## src/setc_pkg.sv

```systemverilog
// Shared codes and types of the scope edge-trigger capture block.
package setc_pkg;

    // Operation codes of an input beat
    localparam logic [1:0] OP_STORE  = 2'd0;
    localparam logic [1:0] OP_SEARCH = 2'd1;
    localparam logic [1:0] OP_READ   = 2'd2;
    localparam logic [1:0] OP_NONE   = 2'd3;

    // Configuration register indexes
    localparam logic CFG_LEVEL   = 1'b0;
    localparam logic CFG_FALLING = 1'b1;

    // Fixed field widths and reset values
    localparam int LEVEL_BITS  = 10;
    localparam int OFFSET_BITS = 7;
    localparam logic [LEVEL_BITS-1:0] LEVEL_RESET = 10'd512;

    // Status from the controller to the output stage
    typedef struct packed {
        logic busy;
        logic load;
    } setc_status_t;

endpackage

```

## src/setc_ctrl.sv

```systemverilog
// Controller: pointers, configuration, trigger search sequencer and window read.
module setc_ctrl #(
    parameter int RING_DEPTH   = 2048,
    parameter int WINDOW_WIDTH = 128,
    parameter int SEARCH_SPAN  = 1024,
    parameter int SAMPLE_BITS  = 10
) (
    input  logic                                   clk,
    input  logic                                   rst_n,
    input  logic                                   in_accept,
    input  logic [1:0]                             operation,
    input  logic [SAMPLE_BITS-1:0]                 sample_in,
    input  logic [setc_pkg::OFFSET_BITS-1:0]       window_offset,
    input  logic                                   cfg_write,
    input  logic                                   cfg_index,
    input  logic [setc_pkg::LEVEL_BITS-1:0]        cfg_data,
    output setc_pkg::setc_status_t                 status,
    output logic [SAMPLE_BITS-1:0]                 res_sample,
    output logic                                   res_found,
    output logic [$clog2(RING_DEPTH)-1:0]          res_position,
    output logic [$clog2(RING_DEPTH)-1:0]          res_newest,
    output logic                                   ram_wr_en,
    output logic [$clog2(RING_DEPTH)-1:0]          ram_wr_addr,
    output logic [SAMPLE_BITS-1:0]                 ram_wr_data,
    output logic [$clog2(RING_DEPTH)-1:0]          ram_rd_addr,
    input  logic [SAMPLE_BITS-1:0]                 ram_rd_data
);

    import setc_pkg::*;

    localparam int IW       = $clog2(RING_DEPTH);
    localparam int XW       = IW + 2;
    localparam int KW       = $clog2(SEARCH_SPAN);
    localparam int CW       = (SAMPLE_BITS > LEVEL_BITS) ? SAMPLE_BITS : LEVEL_BITS;
    localparam int HALF_MOD = (WINDOW_WIDTH / 2) % RING_DEPTH;

    localparam logic [1:0] ST_IDLE   = 2'd0;
    localparam logic [1:0] ST_PRIME  = 2'd1;
    localparam logic [1:0] ST_SEARCH = 2'd2;
    localparam logic [1:0] ST_RWAIT  = 2'd3;

    logic [1:0]            state_reg,   state_next;
    logic [IW-1:0]         wp_reg,      wp_next;
    logic [IW-1:0]         trig_reg,    trig_next;
    logic                  found_reg,   found_next;
    logic [LEVEL_BITS-1:0] level_reg;
    logic                  falling_reg;
    logic [IW-1:0]         cur_reg,     cur_next;
    logic [SAMPLE_BITS-1:0] prev_reg,   prev_next;
    logic [KW-1:0]         k_reg,       k_next;

    logic [IW-1:0] wp_inc;
    logic [IW-1:0] start_pos;
    logic [IW-1:0] start_inc;
    logic [IW-1:0] cur_dec;
    logic [XW-1:0] read_sum;
    logic [IW-1:0] read_addr;
    logic [CW-1:0] a_ext;
    logic [CW-1:0] b_ext;
    logic [CW-1:0] lvl_ext;
    logic          hit;

    function automatic logic [IW-1:0] ring_inc(input logic [IW-1:0] p);
        logic [IW-1:0] r;
        if (p == IW'(RING_DEPTH - 1))
            r = '0;
        else
            r = p + 1'b1;
        return r;
    endfunction

    function automatic logic [IW-1:0] ring_dec(input logic [IW-1:0] p);
        logic [IW-1:0] r;
        if (p == '0)
            r = IW'(RING_DEPTH - 1);
        else
            r = p - 1'b1;
        return r;
    endfunction

    // Ring arithmetic for pointers and addresses
    always_comb
    begin
        wp_inc    = ring_inc(wp_reg);
        cur_dec   = ring_dec(cur_reg);
        if (XW'(wp_reg) >= XW'(HALF_MOD))
            start_pos = IW'(XW'(wp_reg) - XW'(HALF_MOD));
        else
            start_pos = IW'(XW'(wp_reg) + XW'(RING_DEPTH - HALF_MOD));
        start_inc = ring_inc(start_pos);
        read_sum  = XW'(trig_reg) + XW'(window_offset) + XW'(RING_DEPTH - HALF_MOD);
        if (read_sum >= XW'(2 * RING_DEPTH))
            read_addr = IW'(read_sum - XW'(2 * RING_DEPTH));
        else if (read_sum >= XW'(RING_DEPTH))
            read_addr = IW'(read_sum - XW'(RING_DEPTH));
        else
            read_addr = IW'(read_sum);
    end

    // Crossing test between the arriving sample and the later neighbour
    always_comb
    begin
        a_ext   = CW'(ram_rd_data);
        b_ext   = CW'(prev_reg);
        lvl_ext = CW'(level_reg);
        if (falling_reg)
            hit = (a_ext > lvl_ext) && (b_ext < lvl_ext);
        else
            hit = (a_ext < lvl_ext) && (b_ext > lvl_ext);
    end

    // Sequence items and the backward search walk
    always_comb
    begin
        state_next   = state_reg;
        wp_next      = wp_reg;
        trig_next    = trig_reg;
        found_next   = found_reg;
        cur_next     = cur_reg;
        prev_next    = prev_reg;
        k_next       = k_reg;
        status.busy  = (state_reg != ST_IDLE);
        status.load  = 1'b0;
        res_sample   = '0;
        res_found    = found_reg;
        res_position = trig_reg;
        res_newest   = wp_reg;
        ram_wr_en    = 1'b0;
        ram_wr_addr  = wp_inc;
        ram_wr_data  = sample_in;
        ram_rd_addr  = cur_reg;

        unique case (state_reg)
            ST_IDLE:
            begin
                if (operation == OP_SEARCH)
                    ram_rd_addr = start_inc;
                else
                    ram_rd_addr = read_addr;
                if (in_accept)
                begin
                    unique case (operation)
                        OP_STORE:
                        begin
                            wp_next     = wp_inc;
                            ram_wr_en   = 1'b1;
                            status.load = 1'b1;
                            res_newest  = wp_inc;
                        end
                        OP_SEARCH:
                        begin
                            cur_next   = start_pos;
                            state_next = ST_PRIME;
                        end
                        OP_READ:
                        begin
                            state_next = ST_RWAIT;
                        end
                        OP_NONE:
                        begin
                            status.load = 1'b1;
                        end
                    endcase
                end
            end
            ST_PRIME:
            begin
                // hold the sample after the start position, fetch the start
                prev_next  = ram_rd_data;
                k_next     = '0;
                state_next = ST_SEARCH;
            end
            ST_SEARCH:
            begin
                if (hit)
                begin
                    trig_next    = cur_reg;
                    found_next   = 1'b1;
                    status.load  = 1'b1;
                    res_found    = 1'b1;
                    res_position = cur_reg;
                    state_next   = ST_IDLE;
                end
                else if (k_reg == KW'(SEARCH_SPAN - 1))
                begin
                    found_next  = 1'b0;
                    status.load = 1'b1;
                    res_found   = 1'b0;
                    state_next  = ST_IDLE;
                end
                else
                begin
                    ram_rd_addr = cur_dec;
                    cur_next    = cur_dec;
                    prev_next   = ram_rd_data;
                    k_next      = k_reg + 1'b1;
                end
            end
            ST_RWAIT:
            begin
                status.load = 1'b1;
                res_sample  = ram_rd_data;
                state_next  = ST_IDLE;
            end
            default:
            begin
                state_next = ST_IDLE;
            end
        endcase
    end

    // Hold control state and configuration
    always_ff @(posedge clk or negedge rst_n)
    begin
        if (!rst_n)
        begin
            state_reg   <= ST_IDLE;
            wp_reg      <= IW'(RING_DEPTH - 1);
            trig_reg    <= '0;
            found_reg   <= 1'b0;
            level_reg   <= LEVEL_RESET;
            falling_reg <= 1'b0;
        end
        else
        begin
            state_reg <= state_next;
            wp_reg    <= wp_next;
            trig_reg  <= trig_next;
            found_reg <= found_next;
            if (cfg_write)
            begin
                unique case (cfg_index)
                    CFG_LEVEL:   level_reg   <= cfg_data;
                    CFG_FALLING: falling_reg <= cfg_data[0];
                endcase
            end
        end
    end

    // Advance the search walk registers
    always_ff @(posedge clk)
    begin
        cur_reg  <= cur_next;
        prev_reg <= prev_next;
        k_reg    <= k_next;
    end

endmodule

```

## config.mk

```make
export PLATFORM = sky130hd
export DESIGN_NAME = setc_ctrl
export DESIGN_NICKNAME = d
export VERILOG_FILES = /design/src/setc_pkg.sv /design/src/setc_ctrl.sv
export SDC_FILE = /design/constraint.sdc
export NUM_CORES = 1
export LEC_CHECK = 0
export BUFFER_PORTS_ARGS = -buffer_cell sky130_fd_sc_hd__buf_2
export CORE_MARGIN = 2
export CORE_UTILIZATION = 50
export DETAILED_ROUTE_END_ITERATION = 8
export HOLD_SLACK_MARGIN = 0.1
export PLACE_DENSITY = 0.72
export SLEW_MARGIN = 5
export SYNTH_ARGS = -nofsm -noshare
export SYNTH_HDL_FRONTEND = slang
export SYNTH_SLANG_ARGS = --single-unit
```

## constraint.sdc

```tcl
create_clock -name clk -period 8.95 [get_ports clk]
set_clock_uncertainty 0.1 [all_clocks]
set_input_delay 1.79 -clock clk [delete_from_list [all_inputs] [get_ports clk]]
set_output_delay 1.79 -clock clk [all_outputs]
set_load 0.02 [all_outputs]
```

# After elaboration in Yosys (flattened, before gate mapping)
# Index checks and enable logic that the tools add are counted.
[op_classes]
addsub = 10
muxes = 42
magnitude_cmp = 7
eq_ne = 15
reduce_logical = 14
bitwise_logic = 1
[op_table]
columns = ["op", "count"]
rows = [
  ["$mux 11", 16],
  ["$mux 10", 5],
  ["$pmux 11 s2", 2],
  ["$pmux 10 s2", 2],
  ["$sub 11x1->11 const B", 3],
  ["$add 11x1->11 const B", 2],
  ["$eq 11x11->1 const B", 2],
  ["$gt 10x10->1", 2],
  ["$lt 10x10->1", 2],
  ["$add 12x11->13 const B", 1],
  ["$ge 13x12->1 const B", 1],
  ["$ge 13x13->1 const B", 1],
  ["$add 11x7->12", 1],
  ["$add 11x11->11 const B", 1],
  ["$ge 11x7->1 const B", 1],
  ["$logic_not 11->1", 1],
  ["$mux 1", 11],
  ["$sub 11x7->11 const B", 1],
  ["$add 10x1->10 const B", 1],
  ["$eq 10x10->1 const B", 1],
  ["$reduce_and 3->1", 3],
  ["$eq 2x2->1 const B", 4],
  ["$ne 2x2->1 const B", 4],
  ["$pmux 2 s4", 1],
  ["12 further kinds", 20],
]
[totals]
out_inout_bits = 68
input_bits = 44
wordCells = 98
regBits = 67

# Logic depth before layout (Yosys ltp)
# Gate-level depths: netlist of the first run.
[logic_depth]
depth_word = 7
depth_mapped = 11
ltp_nobuf = 11

# Worst setup path before layout of the first run
# OpenSTA, ideal clock, no wires.
[synth_timing]
kind = "input-to-output"
startpoint = "input port ram_rd_data[5]"
endpoint = "output port ram_rd_addr[1]"
t_arrival_ns = 4.144
stages = 9
t_required_ns = 7.060
slack_ns = 2.916
cell_sequence = "ha_1 -> a21oi_1 -> o21ai_0 -> a2111oi_1 -> or3_1 -> buf_2 -> nand2_1 -> and2_1 -> a221oi_1"
[synth_between]
elab_chain_len = 5
elab_cells_between_ends = 7
[synth_lines]
columns = ["item", "line", "rtl"]
rows = [
  ["start: declaration", "setc_ctrl.sv:26", "input logic [SAMPLE_BITS-1:0] ram_rd_data"],
  ["$lt 10x10->1 / $gt 10x10->1 (equally long branches)", "setc_ctrl.sv:109, setc_ctrl.sv:107", ""],
  ["$logic_and 1x1->1 (on tied branches)", "setc_ctrl.sv:109, setc_ctrl.sv:107", ""],
  ["$mux 1 *", "setc_ctrl.sv:106", "if (falling_reg)"],
  ["$mux 11 *", "--", ""],
  ["$pmux 11 s2 *", "setc_ctrl.sv:133", "unique case (state_reg)"],
  ["end: declaration", "setc_ctrl.sv:25", "output logic [$clog2(RING_DEPTH)-1:0] ram_rd_addr,"],
]
# Mark *: on every way between the ends. The rest lies on a longest branch, timed or not.

# Worst setup path after layout of the first run
# Same ends and word-level chain as after synthesis.

==> results of run 1 <==
[critical path: stages]
cell and delay [ns]:
buf_2 0.11, ha_1 0.31, nand4_1 0.14, a211oi_1 0.40, a211oi_1 0.09, o211ai_1 0.55, nand2_1 0.38, and2_1 0.28
a221oi_1 0.23, buf_2 0.21
[cell usage after synthesis (2+ instances only)]
cell,instances
inv_1,42
a21oi_1,22
and4_1,2
buf_4,10
clkinv_1,2
nand2b_1,3
a211oi_1,8
buf_2,4
edfxtp_1,31
or3_1,9
nand4_1,10
dfstp_2,12
o31ai_1,11
a211o_1,5
o21ai_0,21
and2_1,6
dfrtp_1,24
nand3_1,16
a31oi_1,4
o211ai_1,4
xnor2_1,21
xor2_1,15
o21ai_1,8
mux2i_1,4
clkbuf_1,15
nor3_1,15
nand2_1,56
o22ai_1,3
ha_1,46
a311oi_1,3
mux2_2,11
and3_1,13
nor2_1,39
a31o_1,2
nor2b_1,3
a221oi_1,4
[path summary, 6_finish.rpt]
| path | end | depth (start not counted) | start | slack (ns) |
|---|---|---|---|---|
| worst max-delay path | ram_rd_addr[1] | 10 | ram_rd_data[5] | 2.55 |
| worst min-delay path | found_reg | 2 | found_reg | 0.42 |
| worst max register to register | b_ext[1] | 8 | level_reg[9] | 5.19 |
| worst min register to register | found_reg | 2 | found_reg | 0.42 |
| max in group asynchronous | level_reg[0] | 1 | rst_n | 6.74 |
| min in group asynchronous | trig_reg[8] | 1 | rst_n | 1.45 |
[cells by family (layout without fill, tap and decap cells)]
group	Yosys count	count (layout)	share of synthesized area
xor gates and xnor gates	36	36	0.06388
DFF	67	67	0.3741
muxes	16	16	0.03549
AOI/OAI and AO/OA	114	114	0.1597
and+or+nand+nor	183	183	0.1820
adders and majority gates	47	47	0.1207
buffers and inverters	73	153	0.06413
[cell usage in the layout (no fill, tap or decap), types with 4 or more instances in the layout]
cell type  synthesis  routed
buf_2              4      91
nand2_1           56      56
ha_1              46      46
inv_1             42      42
nor2_1            39      39
edfxtp_1          31      31
dfrtp_1           24      24
a21oi_1           22      22
xnor2_1           21      21
o21ai_0           21      21
nand3_1           16      16
xor2_1            15      15
nor3_1            15      15
and3_1            13      13
dfstp_2           12      12
o31ai_1           11      11
mux2_2            11      11
nand4_1           10      10
or3_1              9       9
clkbuf_8           0       9
a211oi_1           8       8
o21ai_1            8       7
and2_1             6       6
a211o_1            5       5
a221oi_1           4       4
a31oi_1            4       4
mux2i_1            4       4
o211ai_1           4       4
[per-layer routing]
layer / wire length [um] / vias up
met2: 5823 / 166
met3: 827 / 20
met1: 5678 / 2013
met5: 0 / -
met4: 192 / 0
li1: - / 2077
[power groups by stage]
stage                     registers, mW  clock network [mW]  logic [mW]
after floorplan                   0.501                   0       0.706
after global placement            0.542                   0       0.931
after detailed placement          0.546                   0       0.950
after CTS                         0.540               0.295       0.957
after global routing              0.557               0.306        1.06
final                             0.541               0.291       0.960
[final cells by class]
cell class,instances,area (um2)
Clock inverter,7,101.3
Timing Repair Buffer,93,470.5
Inverter,44,165.2
Multi-Input combinational cell,396,2776
Clock buffer,9,123.9
Fill cell,848,4034
Sequential cell,67,1847
Tap cell,133,166.4
[stage by stage]
step	area (um2)	hold WS, ns	util	instances
3_3_place_gp	5425	0.3916	0.5602	733
2_1_floorplan	4936	0.4024	-	536
3_5_place_dp	5425	0.3898	0.5602	733
4_1_cts	5650	0.4201	0.5835	749
5_1_grt	5650	0.4460	0.5835	749
6_report	5650	0.4194	0.5835	749
==> impl_metrics.py, run 1 <==
metrics = {
    "outcome": {
        "status": "finished clean",
    },
    "power": {
        "max-vdd-ir-drop_mv": 0.2176,
        "leakagePower_nw": 2.505,
        "internal_power_mw": 0.9608,
        "power_density_nw_per_um2": 317.1,
        "clockPowerShare": 0.162,
        "seq_power_share": 0.302,
        "p_total_mw": 1.792,
        "p_comb_frac": 0.536,
        "p_switching_mw": 0.8312,
        "p_sw_frac": 0.4638,
    },
    "placed_design": {
        "port_buffers": 91,
        "place_congestion": 0.9275,
        "dpl_worst_slack_ns": 2.597,
        "hpwlAfterDp_um": 9417,
    },
    "worst_setup_path": {
        "crit_fanout": 9,
        "cp.arrival_ns": 4.51,
        "crit_path_end_kind": "output pin",
        "cp-start-kind": "input port",
        "criticalPathCategory": "in -> out",
        "required_ns": 7.06,
    },
    "die": {
        "rows": 36,
        "initial_core_util": 0.5097,
        "core_area_um2": 9684,
        "ios": 112,
        "die_w_um": 103.4,
        "dieArea_um2": 10680,
        "die_h_um": 103.4,
    },
    "sta": {
        "fmax_mhz": 156.4,
        "finalSetupViolations": 0,
        "slew_headroom": 0.2287,
        "timing.final.crit_share": 0.7146,
        "worst_slew_pin_slew_ns": 1.155,
        "setup_ws_ns": 2.554,
        "rsz0062_at_grt": "no",
        "slew_viol_final": 0,
        "setup-tns-final_ns": 0,
        "finalHoldViolCount": 0,
        "fin_crit_ns": 6.396,
    },
    "clock_network": {
        "clk_latency_ns": 0.36,
        "clockBufferDepth": 2,
        "hold_buffers": 0,
        "cts-root-buf": "clkbuf_8",
        "cts_buffers": 9,
        "htree_num_levels": 3,
        "path_clk_slew_ns": 0.09,
        "cts_setup_buffers": 0,
        "tritoncts": "done",
        "cts.sinks": 67,
        "cts_resized": 0,
    },
    "logic_synthesis": {
        "synth_area_leader_cell": "edfxtp_1",
        "avgSynthCellArea_um2": 9.209,
        "yosysTopAreaCellShare": 0.1886,
        "ys.warnings.count": 0,
        "syn_nets": 627,
        "synth_ff_type": "edfxtp_1",
        "synth.distinct_cells": 68,
        "yosysSeqAreaShare": 0.3741,
        "synth-edff-count": 31,
        "synth_cells": 536,
        "synth_area_um2": 4936,
        "async_flop_share": 0.5373,
        "synth_area_leaders": "edfxtp_1, dfrtp_1, ha_1, dfstp_2, nand2_1",
        "ys_ff_latch": 67,
    },
    "route": {
        "vias": 4276,
        "antenna_left": 0,
        "wl_per_cell_um": 16.72,
        "dr.first_iter.drc_count": 408,
        "viasPerCell": 5.709,
        "drt_wl_total_um": 12520,
        "firstDrtPassIters": 5,
        "drc": 0,
    },
    "grt": {
        "grt_max_degree": 37,
        "use_met3": 0.03629,
        "grt_pass1_wl_um": 20090,
        "grt_usage": 0.2456,
        "grt_pass1_vias": 4018,
        "grt_util_met2": 0.3960,
        "top_usage_layer": "met2",
        "gr-total-overflow": 0,
        "grt_antenna_before_repair": 0,
        "grtUsageMet1": 0.3429,
    },
    "cells_and_area": {
        "area_delta_synth_final_pct": 14.47,
        "layout.nets": 702,
        "drive_gt1_frac": 0.2289,
        "diodes": 0,
    },
    "flow_run": {
        "drv_cap": 0,
    },
    "hold_path": {
        "timing.hold.worst.class": "reg -> reg",
    },
}
No activity file was read; power rests on OpenSTA's default activity.
==> run 2: changes to the inputs <==
--- a/config.mk
+++ b/config.mk
@@ -10,7 +10,7 @@
 export CORE_UTILIZATION = 50
 export DETAILED_ROUTE_END_ITERATION = 8
 export HOLD_SLACK_MARGIN = 0.1
-export PLACE_DENSITY = 0.72
+export PLACE_DENSITY = 0.75
 export SLEW_MARGIN = 5
 export SYNTH_ARGS = -nofsm -noshare
 export SYNTH_HDL_FRONTEND = slang
==> constraint.sdc (replaced) <==
create_clock -name clk -period 5.2 [get_ports clk]
set_clock_uncertainty 0.1 [all_clocks]
set_input_delay 1.04 -clock clk [delete_from_list [all_inputs] [get_ports clk]]
set_output_delay 1.04 -clock clk [all_outputs]
set_load 0.02 [all_outputs]
==> run 2 against run 1 <==
Design area barely moved. Worst hold slack got worse by 0.012 ns. Critical path depth did not move. Combinational power rose by 74%. Clock power rose by 56%. Critical path type unchanged. Largest power group unchanged.
==> impl_metrics.py, run 2 (synthesized netlist as in run 1, its figures left out) <==
metrics = {
    "cells_and_area": {
        "mostFrequentLayoutCells": "buf_2, nand2_1, ha_1",
        "fin_area_um2": 5655,
        "drive_gt1_frac": 0.2339,
        "final_common_cell": "buf_2",
        "diodes": 0,
        "layout.nets": 706,
        "fillCellCount": 872,
        "final_util": 0.5840,
        "fin_cells": 753,
        "area_delta_synth_final_pct": 14.58,
    },
    "sta": {
        "timing.final.crit_share": 0.9267,
        "finalHoldViolCount": 0,
        "slew_viol_final": 0,
        "finalSetupViolations": 0,
        "fmax_mhz": 207.5,
        "rsz0062_at_grt": "no",
        "fin_crit_ns": 4.819,
        "holdWs_ns": 0.4073,
        "setup-tns-final_ns": 0,
        "slew_headroom": 0.2575,
        "worst_slew_pin_slew_ns": 1.110,
    },
    "worst_setup_path": {
        "critical_path_buf_inv_count": 2,
        "cp_top_family": "compound AO/OA/AOI/OAI gates",
        "cp-start-kind": "input port",
        "worstPathCellList": "buf_2 > ha_1 > a21oi_1 > o21ai_0 > a2111oi_1 > or3_1 > and2_1 > o32ai_1 > a311oi_1 > buf_2",
        "crit_fanout": 9,
        "crit_path_end_kind": "output pin",
        "slowest_stage": "a2111oi_1",
        "criticalPathCategory": "in -> out",
        "critical_path.most_common_cell": "buf_2",
        "required_ns": 4.06,
        "slowest_delay_ns": 0.60,
        "cp.arrival_ns": 3.68,
    },
    "placed_design": {
        "dp.cells": 737,
        "hpwlAfterDp_um": 9589,
        "port_buffers": 91,
        "place_congestion": 0.9396,
        "place_area_um2": 5455,
    },
    "flow_run": {
        "drv_cap": 0,
    },
    "clock_network": {
        "htree_num_levels": 3,
        "clk_latency_ns": 0.35,
        "cts.sinks": 67,
        "path_clk_slew_ns": 0.09,
        "cts_resized": 0,
        "hold_buffers": 0,
        "tritoncts": "done",
        "cts_buffers": 9,
        "clockBufferDepth": 2,
        "cts_setup_buffers": 0,
        "cts-root-buf": "clkbuf_8",
    },
    "grt": {
        "grt_usage": 0.2472,
        "grt_antenna_before_repair": 0,
        "gr-total-overflow": 0,
        "grt_pass1_vias": 4127,
        "grt_pass1_wl_um": 20460,
        "grt_max_degree": 37,
    },
    "route": {
        "firstDrtPassIters": 6,
        "dr.first_iter.drc_count": 375,
        "antenna_left": 0,
        "drc": 0,
        "vias": 4300,
        "wl_per_cell_um": 16.80,
        "drt_wl_total_um": 12650,
        "viasPerCell": 5.710,
    },
    "power": {
        "power_density_nw_per_um2": 541.9,
        "leakagePower_nw": 2.515,
        "max-vdd-ir-drop_mv": 0.3096,
    },
    "die": {
        "rows": 36,
        "core_area_um2": 9684,
        "ios": 112,
        "initial_core_util": 0.5097,
        "die_w_um": 103.4,
        "dieArea_um2": 10680,
        "die_h_um": 103.4,
    },
    "outcome": {
        "status": "finished clean",
    },
    "hold_path": {
        "timing.hold.worst.class": "reg -> reg",
    },
}
## run 2: cell count changes in the layout (fill, tap and decap cells not counted)
cell       change
clkinv_4       -1
bufinv_16      -1
clkinv_2       +1
inv_6          +1
buf_4          +4
## run 2: power by group
part | total [mW] | switching (mW) | internal [mW] | leakage [nW]
sequential | 0.939 | 0.171 | 0.769 | 0.684
combinational | 1.67 | 1.05 | 0.624 | 1.73
clock | 0.454 | 0.229 | 0.225 | 0.0962
## run 2: worst paths after layout
kind / from / endpoint / slack (ns) / cells after the start
min: found_reg / found_reg / 0.41 / 2
max in group asynchronous: rst_n / trig_reg[1] / 3.73 / 1
max: ram_rd_data[5] / ram_rd_addr[6] / 0.38 / 10
min in group asynchronous: rst_n / level_reg[8] / 0.71 / 1
min reg2reg: found_reg / found_reg / 0.41 / 2
max reg2reg: level_reg[5] / b_ext[4] / 1.71 / 8
## run 2: final cells by class
class                           count  area (um2)  share of cell area
Multi-Input combinational cell    396        2776              0.4909
Sequential cell                    67        1847              0.3265
Timing Repair Buffer               97       500.5             0.08850
Tap cell                          133       166.4             0.02942
Inverter                           44       165.2             0.02920
Clock buffer                        9       123.9             0.02190
Clock inverter                      7       76.32             0.01350
## run 2: stage by stage
step / setup slack, ns / power (mW)
floorplan: 0.6659 / 2.078
CTS: 0.4628 / 3.059
detailed placement: 0.4781 / 2.595
global placement: 0.5228 / 2.566
global route: 0.1670 / 3.283
finish: 0.3810 / 3.064
## run 2: per-layer routing
layer / part of all wire / routed length (um) / up-vias / global-route usage
li1: - / - / 2084 / -
met1: 0.46 / 5826 / 2012 / 0.3537
met2: 0.46 / 5806 / 178 / 0.3891
met3: 0.062 / 788 / 26 / 0.03091
met4: 0.018 / 228 / 0 / 0.08300
met5: 0 / 0 / - / 0
## run 2: tightest hold or removal path, stage by stage (launching register included)
cell and delay, ns:
dfrtp_1 0.33, o21ai_0 0.07, nand2_1 0.08
